## config.mk

```make
export PLATFORM = sky130hd
export DESIGN_NAME = touch_sample_to_pixel_mapper
export DESIGN_NICKNAME = d
export VERILOG_FILES = /design/src/tmap_pkg.sv /design/src/tmap_front.sv /design/src/tmap_queue.sv /design/src/tmap_back.sv /design/src/touch_sample_to_pixel_mapper.sv
export SDC_FILE = /design/constraint.sdc
export NUM_CORES = 1
export LEC_CHECK = 0
export ABC_AREA = 1
export BUFFER_PORTS_ARGS = -buffer_cell sky130_fd_sc_hd__buf_2
export CORE_MARGIN = 2
export CORE_UTILIZATION = 65
export CTS_CLUSTER_DIAMETER = 30
export DETAILED_ROUTE_END_ITERATION = 10
export GPL_TIMING_DRIVEN = 0
export MAX_ROUTING_LAYER = met4
export PLACE_DENSITY = 0.83
export SLEW_MARGIN = 5
export SYNTH_ARGS = -nofsm -noshare
export SYNTH_HDL_FRONTEND = slang
export SYNTH_HIERARCHICAL = 1
export SYNTH_SLANG_ARGS = --single-unit
```

## constraint.sdc

```tcl
create_clock -name i_clk -period 6.5 [get_ports i_clk]
set_clock_uncertainty 0.2 [all_clocks]
set_input_delay 0.325 -clock i_clk [delete_from_list [all_inputs] [get_ports i_clk]]
set_output_delay 0.325 -clock i_clk [all_outputs]
set_load 0.02 [all_outputs]
```

## src/tmap_pkg.sv

```systemverilog
// Shared types, widths and constants of the touch sample to pixel mapper.
package tmap_pkg;

    localparam int SAMPLE_W     = 12;   // width of the sample field
    localparam int SAMPLE_BITS_DEF = 12;
    localparam int GAIN_W       = 16;
    localparam int OFF_W        = 12;
    localparam int PIX_W        = 9;
    localparam int FRAC_BITS    = 14;
    localparam int PROD_W       = SAMPLE_W + 1 + GAIN_W;
    localparam int SUM_W        = PROD_W - FRAC_BITS + 1;
    localparam int PAIR_LIMIT   = 50;
    localparam int X_MAX        = 319;
    localparam int Y_MAX        = 479;

    localparam int S_TDATA_W    = 16;
    localparam int M_TDATA_W    = 24;
    localparam int APB_AW       = 5;
    localparam int APB_DW       = 32;

    localparam logic [GAIN_W-1:0] X_GAIN_RST = GAIN_W'(1311);
    localparam logic [GAIN_W-1:0] Y_GAIN_RST = GAIN_W'(1966);

    typedef enum logic [2:0] {
        REG_X_GAIN      = 3'd0,
        REG_X_OFFSET    = 3'd1,
        REG_Y_GAIN      = 3'd2,
        REG_Y_OFFSET    = 3'd3,
        REG_RECT_LEFT   = 3'd4,
        REG_RECT_TOP    = 3'd5,
        REG_RECT_WIDTH  = 3'd6,
        REG_RECT_HEIGHT = 3'd7
    } t_reg_idx;

    typedef enum logic {
        AXIS_X = 1'b0,
        AXIS_Y = 1'b1
    } t_axis;

    // One complete point: both pair averages.
    typedef struct packed {
        logic [SAMPLE_W-1:0] x_avg;
        logic [SAMPLE_W-1:0] y_avg;
    } t_job;

    typedef struct packed {
        logic signed [GAIN_W-1:0] x_gain;
        logic signed [OFF_W-1:0]  x_offset;
        logic signed [GAIN_W-1:0] y_gain;
        logic signed [OFF_W-1:0]  y_offset;
        logic [PIX_W-1:0]         rect_left;
        logic [PIX_W-1:0]         rect_top;
        logic [PIX_W-1:0]         rect_width;
        logic [PIX_W-1:0]         rect_height;
    } t_cal_cfg;

    // Clamp a signed pixel sum into 0..max.
    function automatic logic [PIX_W-1:0] clamp_pix(logic signed [SUM_W-1:0] v,
                                                   logic [PIX_W-1:0] max);
        logic [PIX_W-1:0] r;
        if (v[SUM_W-1]) begin
            r = '0;
        end else if (unsigned'(v) > SUM_W'(max)) begin
            r = max;
        end else begin
            r = v[PIX_W-1:0];
        end
        return r;
    endfunction

endpackage

```

## src/tmap_front.sv

```systemverilog
// Front end: sample pairing, pair rejection, averaging and point assembly.
module tmap_front import tmap_pkg::*; #(
    parameter int SAMPLE_BITS = SAMPLE_BITS_DEF
) (
    input  logic                i_clk,
    input  logic                i_rst_n,
    input  logic                i_accept,
    input  logic                i_axis,
    input  logic [SAMPLE_W-1:0] i_sample,
    output logic                o_push,
    output t_job                o_job
);

    logic [SAMPLE_W-1:0] w_mask;
    logic [SAMPLE_W-1:0] w_s;
    logic [SAMPLE_W:0]   w_diff;
    logic [SAMPLE_W:0]   w_sum;
    logic [SAMPLE_W-1:0] w_avg;
    logic                w_pair;
    logic                w_keep;

    logic                r_held, n_held;
    logic                r_axis, n_axis;
    logic [SAMPLE_W-1:0] r_first, n_first;
    logic                r_x_rdy, n_x_rdy;
    logic [SAMPLE_W-1:0] r_x_avg, n_x_avg;

    always_comb begin
        for (int i = 0; i < SAMPLE_W; i++) begin
            w_mask[i] = (i < SAMPLE_BITS);
        end
    end

    assign w_s    = i_sample & w_mask;
    assign w_pair = r_held && (r_axis == i_axis);
    assign w_diff = (r_first > w_s) ? ({1'b0, r_first} - {1'b0, w_s})
                                    : ({1'b0, w_s} - {1'b0, r_first});
    assign w_keep = (w_diff <= (SAMPLE_W+1)'(PAIR_LIMIT));
    assign w_sum  = {1'b0, r_first} + {1'b0, w_s};
    assign w_avg  = w_sum[SAMPLE_W:1];

    always_comb begin
        n_held  = r_held;
        n_axis  = r_axis;
        n_first = r_first;
        n_x_rdy = r_x_rdy;
        n_x_avg = r_x_avg;
        o_push  = 1'b0;
        if (i_accept) begin
            if (!w_pair) begin
                n_held  = 1'b1;
                n_axis  = i_axis;
                n_first = w_s;
            end else begin
                n_held = 1'b0;
                if (w_keep) begin
                    if (i_axis == AXIS_X) begin
                        n_x_avg = w_avg;
                        n_x_rdy = 1'b1;
                    end else if (r_x_rdy) begin
                        n_x_rdy = 1'b0;
                        o_push  = 1'b1;
                    end
                end
            end
        end
    end

    assign o_job.x_avg = r_x_avg;
    assign o_job.y_avg = w_avg;

    always_ff @(posedge i_clk) begin
        if (!i_rst_n) begin
            r_held  <= 1'b0;
            r_axis  <= 1'b0;
            r_first <= '0;
            r_x_rdy <= 1'b0;
            r_x_avg <= '0;
        end else begin
            r_held  <= n_held;
            r_axis  <= n_axis;
            r_first <= n_first;
            r_x_rdy <= n_x_rdy;
            r_x_avg <= n_x_avg;
        end
    end

endmodule

```

## src/tmap_queue.sv

```systemverilog
// Two-word queue between front and back ends.
module tmap_queue import tmap_pkg::*; (
    input  logic i_clk,
    input  logic i_rst_n,
    input  logic i_push,
    input  t_job i_job,
    input  logic i_pop,
    output logic o_valid,
    output logic o_full,
    output t_job o_job
);

    logic r_head_v;
    logic r_tail_v;
    t_job r_head;
    t_job r_tail;

    assign o_valid = r_head_v;
    assign o_full  = r_tail_v;
    assign o_job   = r_head;

    always_ff @(posedge i_clk) begin
        if (!i_rst_n) begin
            r_head_v <= 1'b0;
            r_tail_v <= 1'b0;
        end else begin
            case ({i_push, i_pop})
                2'b10: begin
                    if (!r_head_v) begin
                        r_head_v <= 1'b1;
                    end else begin
                        r_tail_v <= 1'b1;
                    end
                end
                2'b01: begin
                    r_head_v <= r_tail_v;
                    r_tail_v <= 1'b0;
                end
                default: ;
            endcase
        end
    end

    always_ff @(posedge i_clk) begin
        if (i_push && i_pop) begin
            if (r_tail_v) begin
                r_head <= r_tail;
                r_tail <= i_job;
            end else begin
                r_head <= i_job;
            end
        end else if (i_push) begin
            if (!r_head_v) begin
                r_head <= i_job;
            end else begin
                r_tail <= i_job;
            end
        end else if (i_pop) begin
            r_head <= r_tail;
        end
    end

endmodule

```

## src/tmap_back.sv

```systemverilog
// Back end: gain multiply, offset, clamp and rectangle test, two stages.
module tmap_back import tmap_pkg::*; (
    input  logic           i_clk,
    input  logic           i_rst_n,
    input  t_cal_cfg       i_cfg,
    input  logic           i_valid,
    input  t_job           i_job,
    output logic           o_pop,
    output logic           o_valid,
    input  logic           i_ready,
    output logic [PIX_W-1:0] o_x_pixel,
    output logic [PIX_W-1:0] o_y_pixel,
    output logic           o_inside
);

    logic w_adv2;
    logic w_ld1;

    logic signed [SAMPLE_W:0]  w_xa;
    logic signed [SAMPLE_W:0]  w_ya;
    logic signed [PROD_W-1:0]  r_px;
    logic signed [PROD_W-1:0]  r_py;
    logic                      r_v1;

    logic signed [PROD_W-FRAC_BITS-1:0] w_qx;
    logic signed [PROD_W-FRAC_BITS-1:0] w_qy;
    logic signed [SUM_W-1:0]            w_sx;
    logic signed [SUM_W-1:0]            w_sy;
    logic [PIX_W-1:0]                   w_xp;
    logic [PIX_W-1:0]                   w_yp;
    logic [PIX_W:0]                     w_right;
    logic [PIX_W:0]                     w_bottom;
    logic                               w_in;

    logic                 r_ov;
    logic [PIX_W-1:0]     r_x;
    logic [PIX_W-1:0]     r_y;
    logic                 r_in;

    assign w_adv2 = !r_ov || i_ready;
    assign w_ld1  = !r_v1 || w_adv2;
    assign o_pop  = i_valid && w_ld1;

    assign w_xa = {1'b0, i_job.x_avg};
    assign w_ya = {1'b0, i_job.y_avg};

    // floor(p / 2^14) is an arithmetic shift
    assign w_qx = r_px[PROD_W-1:FRAC_BITS];
    assign w_qy = r_py[PROD_W-1:FRAC_BITS];
    assign w_sx = SUM_W'(w_qx) + SUM_W'(i_cfg.x_offset);
    assign w_sy = SUM_W'(w_qy) + SUM_W'(i_cfg.y_offset);
    assign w_xp = clamp_pix(w_sx, PIX_W'(X_MAX));
    assign w_yp = clamp_pix(w_sy, PIX_W'(Y_MAX));

    assign w_right  = {1'b0, i_cfg.rect_left} + {1'b0, i_cfg.rect_width};
    assign w_bottom = {1'b0, i_cfg.rect_top} + {1'b0, i_cfg.rect_height};
    assign w_in = (w_xp >= i_cfg.rect_left) && ({1'b0, w_xp} <= w_right) &&
                  (w_yp >= i_cfg.rect_top)  && ({1'b0, w_yp} <= w_bottom);

    always_ff @(posedge i_clk) begin
        if (!i_rst_n) begin
            r_v1 <= 1'b0;
            r_ov <= 1'b0;
        end else begin
            if (w_ld1) begin
                r_v1 <= i_valid;
            end
            if (w_adv2) begin
                r_ov <= r_v1;
            end
        end
    end

    always_ff @(posedge i_clk) begin
        if (o_pop) begin
            r_px <= w_xa * i_cfg.x_gain;
            r_py <= w_ya * i_cfg.y_gain;
        end
        if (w_adv2 && r_v1) begin
            r_x  <= w_xp;
            r_y  <= w_yp;
            r_in <= w_in;
        end
    end

    assign o_valid   = r_ov;
    assign o_x_pixel = r_x;
    assign o_y_pixel = r_y;
    assign o_inside  = r_in;

endmodule

```

## src/touch_sample_to_pixel_mapper.sv

```systemverilog
// Top level of the touch sample to pixel mapper: register file and datapath wiring.
//
//  port group   dir  word contents                              handshake
//  -----------  ---  -----------------------------------------  ----------------
//  s (samples)  in   tdata[11:0] sample, tuser axis (0 X, 1 Y)   tvalid & tready
//  m (points)   out  tdata[8:0] x, [17:9] y, tuser inside flag   tvalid & tready
//  apb (cfg)    in   8 registers at 4*index, 32-bit data         psel&penable&pwrite
//
// One sample word per cycle is taken as long as the two-word point queue is
// not full; the queue only fills while the output is stalled.
// A point is registered in the queue head, the multiply register and the
// output register after the sample that completes it; an output stall holds it.
// Reset is synchronous, active low; it clears pairing state, queue and
// pipeline valids and loads the register defaults. No clearing pass.
// Output stalls back up through the pipeline into the queue, never into
// the pairing logic directly.
module touch_sample_to_pixel_mapper import tmap_pkg::*; #(
    parameter int SAMPLE_BITS = SAMPLE_BITS_DEF   // ADC bits used, 8..12
) (
    input  logic                  i_clk,
    input  logic                  i_rst_n,
    // sample stream
    input  logic                  i_s_tvalid,
    output logic                  o_s_tready,
    input  logic [S_TDATA_W-1:0]  i_s_tdata,   // [11:0] sample, [15:12] zero
    input  logic                  i_s_tuser,   // [0] axis
    // point stream
    output logic                  o_m_tvalid,
    input  logic                  i_m_tready,
    output logic [M_TDATA_W-1:0]  o_m_tdata,   // [8:0] x_pixel, [17:9] y_pixel, [23:18] zero
    output logic                  o_m_tuser,   // [0] inside_res
    // register port
    input  logic                  psel,
    input  logic                  penable,
    input  logic                  pwrite,
    input  logic [APB_AW-1:0]     paddr,
    input  logic [APB_DW-1:0]     pwdata,
    output logic [APB_DW-1:0]     prdata,
    output logic                  pready
);

    // calibration registers
    logic [GAIN_W-1:0] r_x_gain;
    logic [OFF_W-1:0]  r_x_offset;
    logic [GAIN_W-1:0] r_y_gain;
    logic [OFF_W-1:0]  r_y_offset;
    logic [PIX_W-1:0]  r_rect_left;
    logic [PIX_W-1:0]  r_rect_top;
    logic [PIX_W-1:0]  r_rect_width;
    logic [PIX_W-1:0]  r_rect_height;

    t_reg_idx w_idx;
    logic     w_wr;
    t_cal_cfg w_cfg;

    logic     w_accept;
    logic     w_push;
    t_job     w_push_job;
    logic     w_q_valid;
    logic     w_q_full;
    t_job     w_q_job;
    logic     w_pop;
    logic [PIX_W-1:0] w_x_pixel;
    logic [PIX_W-1:0] w_y_pixel;

    assign pready = 1'b1;
    assign w_idx  = t_reg_idx'(paddr[4:2]);
    assign w_wr   = psel && penable && pwrite && pready;

    always_ff @(posedge i_clk) begin
        if (!i_rst_n) begin
            r_x_gain      <= X_GAIN_RST;
            r_x_offset    <= '0;
            r_y_gain      <= Y_GAIN_RST;
            r_y_offset    <= '0;
            r_rect_left   <= '0;
            r_rect_top    <= '0;
            r_rect_width  <= '0;
            r_rect_height <= '0;
        end else if (w_wr) begin
            case (w_idx)
                REG_X_GAIN:      r_x_gain      <= pwdata[GAIN_W-1:0];
                REG_X_OFFSET:    r_x_offset    <= pwdata[OFF_W-1:0];
                REG_Y_GAIN:      r_y_gain      <= pwdata[GAIN_W-1:0];
                REG_Y_OFFSET:    r_y_offset    <= pwdata[OFF_W-1:0];
                REG_RECT_LEFT:   r_rect_left   <= pwdata[PIX_W-1:0];
                REG_RECT_TOP:    r_rect_top    <= pwdata[PIX_W-1:0];
                REG_RECT_WIDTH:  r_rect_width  <= pwdata[PIX_W-1:0];
                REG_RECT_HEIGHT: r_rect_height <= pwdata[PIX_W-1:0];
                default: ;
            endcase
        end
    end

    // readback, zero extended
    always_comb begin
        case (w_idx)
            REG_X_GAIN:      prdata = APB_DW'(r_x_gain);
            REG_X_OFFSET:    prdata = APB_DW'(r_x_offset);
            REG_Y_GAIN:      prdata = APB_DW'(r_y_gain);
            REG_Y_OFFSET:    prdata = APB_DW'(r_y_offset);
            REG_RECT_LEFT:   prdata = APB_DW'(r_rect_left);
            REG_RECT_TOP:    prdata = APB_DW'(r_rect_top);
            REG_RECT_WIDTH:  prdata = APB_DW'(r_rect_width);
            REG_RECT_HEIGHT: prdata = APB_DW'(r_rect_height);
            default:         prdata = '0;
        endcase
    end

    assign w_cfg.x_gain      = r_x_gain;
    assign w_cfg.x_offset    = r_x_offset;
    assign w_cfg.y_gain      = r_y_gain;
    assign w_cfg.y_offset    = r_y_offset;
    assign w_cfg.rect_left   = r_rect_left;
    assign w_cfg.rect_top    = r_rect_top;
    assign w_cfg.rect_width  = r_rect_width;
    assign w_cfg.rect_height = r_rect_height;

    // the front never pushes into a full queue, since tready drops first
    assign o_s_tready = !w_q_full;
    assign w_accept   = i_s_tvalid && o_s_tready;

    tmap_front #(
        .SAMPLE_BITS (SAMPLE_BITS)
    ) u_front (
        .i_clk    (i_clk),
        .i_rst_n  (i_rst_n),
        .i_accept (w_accept),
        .i_axis   (i_s_tuser),
        .i_sample (i_s_tdata[SAMPLE_W-1:0]),
        .o_push   (w_push),
        .o_job    (w_push_job)
    );

    tmap_queue u_queue (
        .i_clk   (i_clk),
        .i_rst_n (i_rst_n),
        .i_push  (w_push),
        .i_job   (w_push_job),
        .i_pop   (w_pop),
        .o_valid (w_q_valid),
        .o_full  (w_q_full),
        .o_job   (w_q_job)
    );

    tmap_back u_back (
        .i_clk     (i_clk),
        .i_rst_n   (i_rst_n),
        .i_cfg     (w_cfg),
        .i_valid   (w_q_valid),
        .i_job     (w_q_job),
        .o_pop     (w_pop),
        .o_valid   (o_m_tvalid),
        .i_ready   (i_m_tready),
        .o_x_pixel (w_x_pixel),
        .o_y_pixel (w_y_pixel),
        .o_inside  (o_m_tuser)
    );

    assign o_m_tdata = {(M_TDATA_W - 2*PIX_W)'(0), w_y_pixel, w_x_pixel};

endmodule

```

### After elaboration in Yosys (flattened, before gate mapping)

Cells that the tools add are included.

| storage, ports and cells | value |
|---|---|
| logic and storage cells | 117 |
| output and inout port bits | 60 |
| register bits after elaboration | 248 |
| input bits | 61 |

| operators by class | value |
|---|---|
| $mul | 2 |
| equality and inequality tests | 13 |
| bitwise logic cells | 2 |
| reductions and logical operators | 34 |
| mux-type cells | 25 |
| $add $sub $neg | 7 |
| $lt $le $gt $ge | 8 |

Operator list:

| cell | number |
|---|---|
| $pmux 32 s8 | 1 |
| $mux 24 | 9 |
| $mul 13x16->29 | 2 |
| $mux 9 | 4 |
| $add 15x12->16 | 2 |
| $gt 16x9->1 const B | 2 |
| $sub 12x12->13 | 2 |
| $reduce_and 2->1 | 11 |
| $add 9x9->10 | 2 |
| $le 9x10->1 | 2 |
| $ge 9x9->1 | 2 |
| $add 12x12->13 | 1 |
| $le 13x6->1 const B | 1 |
| $mux 13 | 1 |
| $eq 3x3->1 const B | 4 |
| $gt 12x12->1 | 1 |
| $logic_and 1x1->1 | 10 |
| $mux 1 | 8 |
| $eq 3x2->1 const B | 2 |
| $reduce_and 3->1 | 2 |
| $reduce_bool 2->1 | 3 |
| $ne 2x1->1 const B | 2 |
| $pmux 1 s2 | 2 |
| $reduce_and 4->1 | 1 |
| other kinds (10) | 14 |

### Longest topological paths before layout

Gate-level depths: netlist (run 1).

| depth | value |
|---|---|
| depth in word-level cells | 9 |
| depth in mapped cells | 26 |
| depth with buffers taken out | 25 |

### Cells and area by module

The synthesis (run 1) kept the hierarchy.

By module, submodules not included:

| module | seq. area each (um^2) | cells each | times used | area each (um^2) |
|---|---|---|---|---|
| tmap_back | 1,511.4 | 2,401 | 1 | 18,987.0 |
| touch_sample_to_pixel_mapper | 1,841.8 | 639 | 1 | 4,530.6 |
| tmap_front | 540.5 | 560 | 1 | 3,460.8 |
| tmap_queue | 1,481.4 | 155 | 1 | 1,996.9 |

### Least setup slack after synthesis (run 1)

No wires, ideal clock.

| timing path | value |
|---|---|
| path kind | flip-flop to flip-flop |
| start point | reg u_queue.r_head, in the netlist u_queue/o_job[16] |
| end point | reg u_back.r_px[25] (data pin) |
| stages on the path, launching flop included | 21 |
| path slack | 1,116 ps |
| required time | 6,038 ps |
| period minus slack after synthesis | 5,384 ps |
| buffers on the path | 2 |
| library setup time | 262 ps |
| data arrival time | 4,922 ps |
| cell sequence | edfxtp_1 clkbuf_1 clkbuf_1 nand2_1 fa_1 inv_1 fa_1 inv_1 fa_1 inv_1 fa_1 fa_1 ha_1 a21oi_1 o21ai_0 a21oi_1 o21ai_2 a21o_1 a31oi_1 o21bai_1 xor2_1 |

| between the ends | value |
|---|---|
| longest elaborated chain between the ends | 1 |

Ends and longest elaborated chain:

| item | line | RTL |
|---|---|---|
| start: declaration | tmap_queue.sv:15 | `t_job r_head;` |
| start signal: assignment | tmap_queue.sv:47 | `r_head <= r_tail;` |
| start signal: assignment | tmap_queue.sv:50 | `r_head <= i_job;` |
| start signal: assignment | tmap_queue.sv:54 | `r_head <= i_job;` |
| $mul 13x16->29 | tmap_back.sv:76 | `r_px <= w_xa * i_cfg.x_gain;` |
| end signal: assignment | tmap_back.sv:76 |  |
| end: declaration | tmap_back.sv:21 | `logic signed [PROD_W-1:0] r_px;` |

Every way passes these cells.
A chain may end at the register's enable or synchronous reset.

### Final worst setup path (run 1)

| timing path | value |
|---|---|
| start point | reg u_queue.r_head, in the netlist u_queue/o_job[14] |
| end point | reg u_back.r_px[25] (data pin) |

The elaborated chain is that of the path after synthesis.

==> results of run 1 <==
sequential cells by signal, summed over array words and instances (netlist names), 9 cells and up:
name	count
u_front/r_x_avg	12
u_back/r_py	15
u_back/r_px	15
r_x_gain	16
r_rect_height	9
r_x_offset	12
r_rect_left	9
r_rect_top	9
r_y_gain	16
u_queue/r_tail	24
u_back/o_x_pixel	9
r_y_offset	12
u_queue/o_job	24
r_rect_width	9
u_back/o_y_pixel	9
u_front/r_first	12
cells in the final DEF (no fill, tap or decap), types with 5 or more instances in the layout:
cell,Yosys,layout
ha_1,250,250
nand2_4,7,7
nor2_1,242,242
conb_1,2,23
edfxtp_1,97,97
o21bai_1,9,9
nand4_1,65,65
inv_2,9,10
o21ai_0,130,130
nand3_2,8,8
clkbuf_16,0,48
nand3b_1,5,5
xor2_1,57,57
clkinv_2,1,15
nor2_2,6,6
dfxtp_1,123,123
buf_4,30,30
o21ai_2,5,5
buf_6,21,21
nor2_4,17,17
nand2_1,902,902
a21o_1,12,12
o211ai_1,6,6
nand3_1,111,111
buf_2,15,78
o21ai_1,8,8
clkinv_4,0,7
nand2_2,34,34
dlygate4sd3_1,0,28
fa_1,361,361
xnor2_1,27,27
a31oi_1,9,8
nor3_1,60,60
clkbuf_1,107,103
clkbuf_2,0,6
a21oi_1,129,127
inv_1,837,836
layout make-up:
cell class	instances	area (µm²)	share of cell area, %
antenna	4	10.0	0.0312
multi-input combinational	2534	19600	61.1
sequential	220	5380	16.8
buffer	173	946	2.95
tap	592	741	2.31
inverter	849	3200	9.97
clock inverter	34	320	1.00
clock buffer	54	1260	3.94
timing repair buffer	92	611	1.91
cell families (layout without fill, tap and decap cells):
logic type,count (synthesis),after routing,synth area share (%)
xor gates and xnor gates,84,84,2.54
adders and majority gates,611,611,35.7
DFF,220,220,18.6
other,2,27,0.0259
and+or+nand+nor,1478,1478,22.2
AOI/OAI and AO/OA,338,338,6.68
buffers and inverters,1022,1202,14.3
stage by stage:
| step | hold WS [ns] | setup slack (ns) | area (µm²) | util [%] | power (µW) |
|---|---|---|---|---|---|
| 2_1_floorplan | 0.230 | 1.12 | 29100 | - | 2370 |
| 3_3_place_gp | 0.245 | 0.286 | 30100 | 68.2 | 2640 |
| 3_5_place_dp | 0.252 | 0.305 | 30200 | 68.3 | 2670 |
| 4_1_cts | 0.0761 | 0.274 | 32000 | 72.6 | 5030 |
| 5_1_grt | 0.0942 | 0.00928 | 32000 | 72.6 | 5260 |
| 6_report | 0.0926 | 0.337 | 32000 | 72.6 | 5030 |
worst max-delay path, cell delays in order, from the launching register on:
cell and delay, ns:
edfxtp_1 0.34, clkbuf_1 0.34, clkbuf_1 0.46, nand2_1 0.14, fa_1 0.53, inv_1 0.05
fa_1 0.46, fa_1 0.51, inv_1 0.05, fa_1 0.53, inv_1 0.07, fa_1 0.51
ha_1 0.34, a21oi_1 0.19, o21ai_0 0.10, a21oi_1 0.16, o21ai_2 0.17, a21o_1 0.24
a31oi_1 0.27, o21bai_1 0.11, xor2_1 0.15
metal layers:
layer / vias up / track usage (%) / share of wire [%]
met5: - / - / 0
met4: 0 / 12.5 / 3.8
met3: 206 / 5.72 / 8.4
met2: 1032 / 55.6 / 47
met1: 11640 / 43.6 / 41
li1: 11717 / - / -
synthesized netlist by cell type, drive strengths merged (3+ instances only):
cell type,n,area (µm²)
nand2,943,3680
inv,848,3190
fa,361,7230
nor2,266,1160
ha,250,3130
o21ai,144,751
a21oi,132,687
dfxtp,123,2460
nand3,123,706
clkbuf,107,402
edfxtp,97,2910
nand4,68,462
buf,66,537
nor3,62,320
xor2,57,499
xnor2,27,236
a21o,12,90.1
a31oi,10,68.8
o21bai,10,78.8
o211ai,7,57.6
a21boi,5,41.3
and2,5,33.8
nand3b,5,37.5
a211oi,4,30.0
o21a,4,30.0
nor4,3,18.8
or2,3,18.8
power groups by stage:
stage               clock network (µW)  registers, µW  logic, µW
global route                      2430           1500       1330
global placement                     0           1530       1120
detailed placement                   0           1530       1140
CTS                               2360           1500       1170
floorplan                            0           1520        853
finish                            2340           1500       1180
final timing paths:
path / from / end / slack [ns]
max reg2reg: u_queue/o_job[14]$_DFFE_PP_ / u_back/r_px[25]$_DFFE_PP_ / 0.34
min reg2reg: u_front/r_x_avg[11]$_SDFFE_PN0P_ / u_queue/r_tail[23]$_DFFE_PP_ / 0.26
max: u_queue/o_job[14]$_DFFE_PP_ / u_back/r_px[25]$_DFFE_PP_ / 0.34
min: pwdata[8] / r_x_gain[8]$_SDFFE_PN1P_ / 0.09
timing repair:
item | 4_1_cts | 5_1_grt
hold endpoints to repair | 59 | 0
resized for setup | 0 | 12
endpoints found under the setup margin | 0 | 8
hold buffers | 28 | 0
==> flow_metrics.py, run 1 <==
metrics = {
    "sta": {
        "setup_viol": 0,
        "finalCriticalPeriod_ns": 6.16,
        "rsz0062_at_grt": "false",
        "finalSetupTns_ns": 0,
        "final.period_utilization_pct": 94.8,
        "clock.fmax_mhz": 162,
        "hold_viol": 0,
        "tightest_slew_ns": 0.879,
        "final-max-slew-violation-count": 0,
        "slew_headroom_pct": 41.3,
    },
    "logic_synthesis": {
        "synth_edf_count": 97,
        "ys_warn_count": 6,
        "synthCells": 3755,
        "seq_area_frac_synth_pct": 18.6,
        "ys_types": 64,
        "synth_seq_cells": 220,
        "async_reset_ff_share_pct": 0,
        "syn_area_per_cell_um2": 7.72,
        "netlist_area_um2": 29000,
        "synthFlopType": "dfxtp_1",
    },
    "global_routing": {
        "grt_pass1_vias": 24979,
        "antenna_found_initial": 2,
        "grt_pass1_wl_um": 123000,
        "overflow": 0,
        "grt_use_total_pct": 34.3,
        "grt_max_degree": 36,
    },
    "worst_hold_path": {
        "hold_class": "input port to flip-flop",
        "hold_depth": 3,
    },
    "power_and_ir_drop": {
        "p_clk_share_pct": 46.6,
        "pwr-share-comb_pct": 23.5,
        "p_sw_share_pct": 32.5,
        "internal_power_uw": 3400,
        "switching_power_uw": 1630,
        "peakVddDrop_mv": 0.221,
        "seq_power_share_pct": 29.9,
        "power_density_nw_per_um2": 157,
        "power_leakage_uw": 0.0174,
    },
    "clocking": {
        "cts_made_buffers": 48,
        "cts_htree_levels": 2,
        "clk_pin_slew_worst_paths_ns": 0.05,
        "cts_sinks": 220,
        "postCtsSetupRepairBufs": 0,
        "clk-insertion-delay-late_ns": 0.60,
        "root_buffer": "clkbuf_16",
        "cts_max_path_buffers": 3,
        "cts_tree": "built",
    },
    "layout": {
        "finalNonFillerCells": 4552,
        "areaGrowthSynthToFinish_pct": 10.6,
        "nNetsFinal": 4590,
        "fillers": 3392,
        "drive_gt1_share_pct": 8.57,
    },
    "routing": {
        "via_count": 24595,
        "wl_per_cell_um": 16.5,
        "wl_um": 75000,
        "firstDrtPassIters": 8,
        "drtIter0Drc": 2252,
        "drc": 0,
        "routed_via_density": 5.40,
        "ant_nets": 0,
    },
    "setup_path": {
        "crit_path_end_kind": "flip-flop",
        "r2r_cells": 20,
        "crit_path_max_fanout": 10,
        "start_kind": "flip-flop",
        "required_ns": 6.64,
        "worstPathArrival_ns": 6.30,
        "crit_type": "flip-flop to flip-flop",
    },
    "floorplan": {
        "initial_utilization_pct": 65.7,
        "die_area_um2": 46300,
        "coreArea_um2": 44100,
        "die_h_um": 215,
        "fp-row-count": 77,
        "io_pins": 121,
        "die_w_um": 215,
    },
    "run": {
        "maxCapViolCount": 0,
    },
    "placed_design": {
        "port_buffers": 63,
        "dpl.hpwl_um": 59600,
        "globalplace.congestion": 0.996,
        "dp_cells": 4432,
    },
    "outcome": {
        "status": "finished clean",
    },
}
Note: power is estimated with default switching activity, not from simulation.
==> inputs of run 2 (changes only) <==
--- a/config.mk
+++ b/config.mk
@@ -13,7 +13,7 @@
 export DETAILED_ROUTE_END_ITERATION = 10
 export GPL_TIMING_DRIVEN = 0
 export MAX_ROUTING_LAYER = met4
-export PLACE_DENSITY = 0.83
+export PLACE_DENSITY = 0.9
 export SLEW_MARGIN = 5
 export SYNTH_ARGS = -nofsm -noshare
 export SYNTH_HDL_FRONTEND = slang
==> run 2 against run 1 <==
Worst hold slack worse by 0.081 ns. Non-clock buffer count is the same. Sequential share of layout area is essentially flat. Sequential cell count unchanged. Die area stayed put. Maximum frequency is 2.3% lower. Routed wire length up 5.3%.
==> flow_metrics.py, run 2 (synthesis gave the netlist of run 1 again) <==
metrics = {
    "worst_hold_path": {
        "min_from": "i_s_tdata[1]",
        "hold_class": "input port to flip-flop",
        "hold_depth": 3,
        "hold_end": "u_front/r_first[1]$_SDFFE_PN0P_",
    },
    "routing": {
        "routed_via_density": 5.60,
        "ant_nets": 0,
        "drtIter0Drc": 2698,
        "firstDrtPassIters": 6,
        "wl_per_cell_um": 17.3,
        "wl_um": 79000,
        "drc": 0,
        "via_count": 25475,
    },
    "sta": {
        "hold_viol": 0,
        "final.period_utilization_pct": 97.1,
        "rsz0062_at_grt": "false",
        "final-max-slew-violation-count": 0,
        "setup_viol": 0,
        "tightest_slew_ns": 0.948,
        "slew_headroom_pct": 36.6,
        "finalSetupTns_ns": 0,
        "clock.fmax_mhz": 158,
        "finalCriticalPeriod_ns": 6.31,
    },
    "power_and_ir_drop": {
        "internal_power_uw": 3420,
        "total_power_uw": 5080,
        "power_density_nw_per_um2": 158,
        "switching_power_uw": 1660,
        "seq_power_share_pct": 29.6,
        "p_sw_share_pct": 32.6,
        "pwr-share-comb_pct": 23.7,
        "power_leakage_uw": 0.0174,
        "peakVddDrop_mv": 0.253,
        "p_clk_share_pct": 46.8,
    },
    "floorplan": {
        "coreArea_um2": 44100,
        "initial_utilization_pct": 65.7,
        "fp-row-count": 77,
        "die_w_um": 215,
        "die_h_um": 215,
        "die_area_um2": 46300,
        "io_pins": 121,
    },
    "setup_path": {
        "max_stage_delay_ns": 0.59,
        "cp_num_buf_inv": 3,
        "regToRegStartpoint": "u_queue/o_job[4]$_DFFE_PP_",
        "crit_slowest_cell": "fa_1",
        "r2r_cells": 19,
        "worstPathArrival_ns": 6.43,
        "start_kind": "flip-flop",
        "rrSetupSlack_ns": 0.19,
        "crit_path_end_kind": "flip-flop",
        "required_ns": 6.62,
        "crit_chain": "clkbuf_1, clkbuf_1, nand2_1, fa_1, fa_1, fa_1, fa_1, inv_1, fa_1, ha_1, a21oi_1, o21ai_0, a21oi_1, o21ai_1, nand2_1, nand2_1, a21oi_1, o21ai_1, xor2_1",
        "reg2reg_to": "u_back/r_py[28]$_DFFE_PP_",
        "crit_type": "flip-flop to flip-flop",
        "crit_path_max_fanout": 10,
        "crit_top_cell": "fa_1",
        "crit_family": "adder cells",
    },
    "global_routing": {
        "grt_pass1_vias": 26163,
        "antenna_found_initial": 3,
        "overflow": 0,
        "grt_pass1_wl_um": 128000,
        "grt_use_total_pct": 35.7,
        "grt_max_degree": 36,
    },
    "layout": {
        "drive_gt1_share_pct": 8.57,
        "final_cell_area_um2": 32100,
        "nNetsFinal": 4589,
        "mostFrequentLayoutCell": "nand2_1",
        "finalNonFillerCells": 4553,
        "areaGrowthSynthToFinish_pct": 10.6,
        "layout_common_cells": "902 x nand2_1, 836 x inv_1, 361 x fa_1, 250 x ha_1, 242 x nor2_1",
    },
    "placed_design": {
        "placed_cell_area_um2": 30200,
        "globalplace.congestion": 1.00,
        "dp_cells": 4433,
        "port_buffers": 63,
        "dpl.hpwl_um": 61600,
    },
    "clocking": {
        "cts_max_path_buffers": 3,
        "clk_pin_slew_worst_paths_ns": 0.05,
        "cts_tree": "built",
        "cts_made_buffers": 47,
        "cts_htree_levels": 2,
        "clk-insertion-delay-late_ns": 0.58,
        "cts_sinks": 220,
        "root_buffer": "clkbuf_16",
    },
    "outcome": {
        "status": "finished clean",
    },
    "run": {
        "maxCapViolCount": 0,
    },
}
## run 2: changes by cell type in the layout (fill, tap and decap cells not counted), moves of 2 or more
cell	delta
clkbuf_16	+3
clkinv_1	+4
clkbuf_2	+6
clkbuf_1	-3
clkinv_2	-9
clkinvlp_4	-3
buf_6	+2
inv_6	+4
## run 2: timing repair
item / CTS / global route
endpoints found under the hold margin: 44 / 0
setup endpoints to repair: 0 / 8
buffers inserted: 0 / 0
resized for setup: 0 / 24
hold buffers: 27 / 0
## run 2: worst max-delay path by stage
stage	slack, ns	cells past startpoint	start	endpoint
finish	0.19	19	u_queue/o_job[4]$_DFFE_PP_	u_back/r_py[28]$_DFFE_PP_
detailed placement	0.31	21	u_queue/o_job[8]$_DFFE_PP_	u_back/r_py[28]$_DFFE_PP_
CTS	0.25	20	u_queue/o_job[17]$_DFFE_PP_	u_back/r_px[25]$_DFFE_PP_
floorplan	1.12	20	u_queue/o_job[16]$_DFFE_PP_	u_back/r_px[25]$_DFFE_PP_
global route	0.01	19	u_queue/o_job[4]$_DFFE_PP_	u_back/r_py[28]$_DFFE_PP_
global placement	0.32	19	u_queue/o_job[17]$_DFFE_PP_	u_back/r_px[26]$_DFFE_PP_
## run 2: worst reg2reg max path, stage by stage, from the launching register on
cell and delay [ns]:
edfxtp_1 0.33, clkbuf_1 0.40, clkbuf_1 0.52, nand2_1 0.17, fa_1 0.59, fa_1 0.45
fa_1 0.52, fa_1 0.50, inv_1 0.06, fa_1 0.48, ha_1 0.38, a21oi_1 0.26
o21ai_0 0.13, a21oi_1 0.14, o21ai_1 0.16, nand2_1 0.09, nand2_1 0.08, a21oi_1 0.32
o21ai_1 0.14, xor2_1 0.16
## run 2: through the flow
stage	setup slack [ns]	utilization [%]	hold WS, ns
after global routing	0.0104	72.6	0.0278
final	0.189	72.6	0.0113
after global placement	0.320	68.2	0.237
after detailed placement	0.311	68.3	0.242
after CTS	0.248	72.6	0.00883
after floorplan	1.12	-	0.230
## run 2: layout make-up
type,count,area [µm²]
diodes,5,12.5
plain buffers,173,953
clock buffers,59,1340
clock inverters,29,263
fillers,3223,12100
inverters,849,3200
multi-input cells,2534,19600
flip-flops and latches,220,5380
well taps,592,741
repair buffers,92,608
## run 2: power by group through the flow
stage | logic (µW) | clock network (µW) | registers [µW]
finish | 1200 | 2380 | 1500
global placement | 1110 | 0 | 1530
detailed placement | 1150 | 0 | 1530
floorplan | 853 | 0 | 1520
global route | 1330 | 2450 | 1500
CTS | 1170 | 2380 | 1500
## run 2: routing by layer
| metal | routed length, µm | GRT usage (%) | vias to the layer above |
|---|---|---|---|
| met4 | 4110 | 17.2 | 0 |
| met3 | 7730 | 6.85 | 326 |
| li1 | - | - | 11699 |
| met1 | 29800 | 42.9 | 12077 |
| met5 | 0 | - | - |
| met2 | 37300 | 58.0 | 1373 |
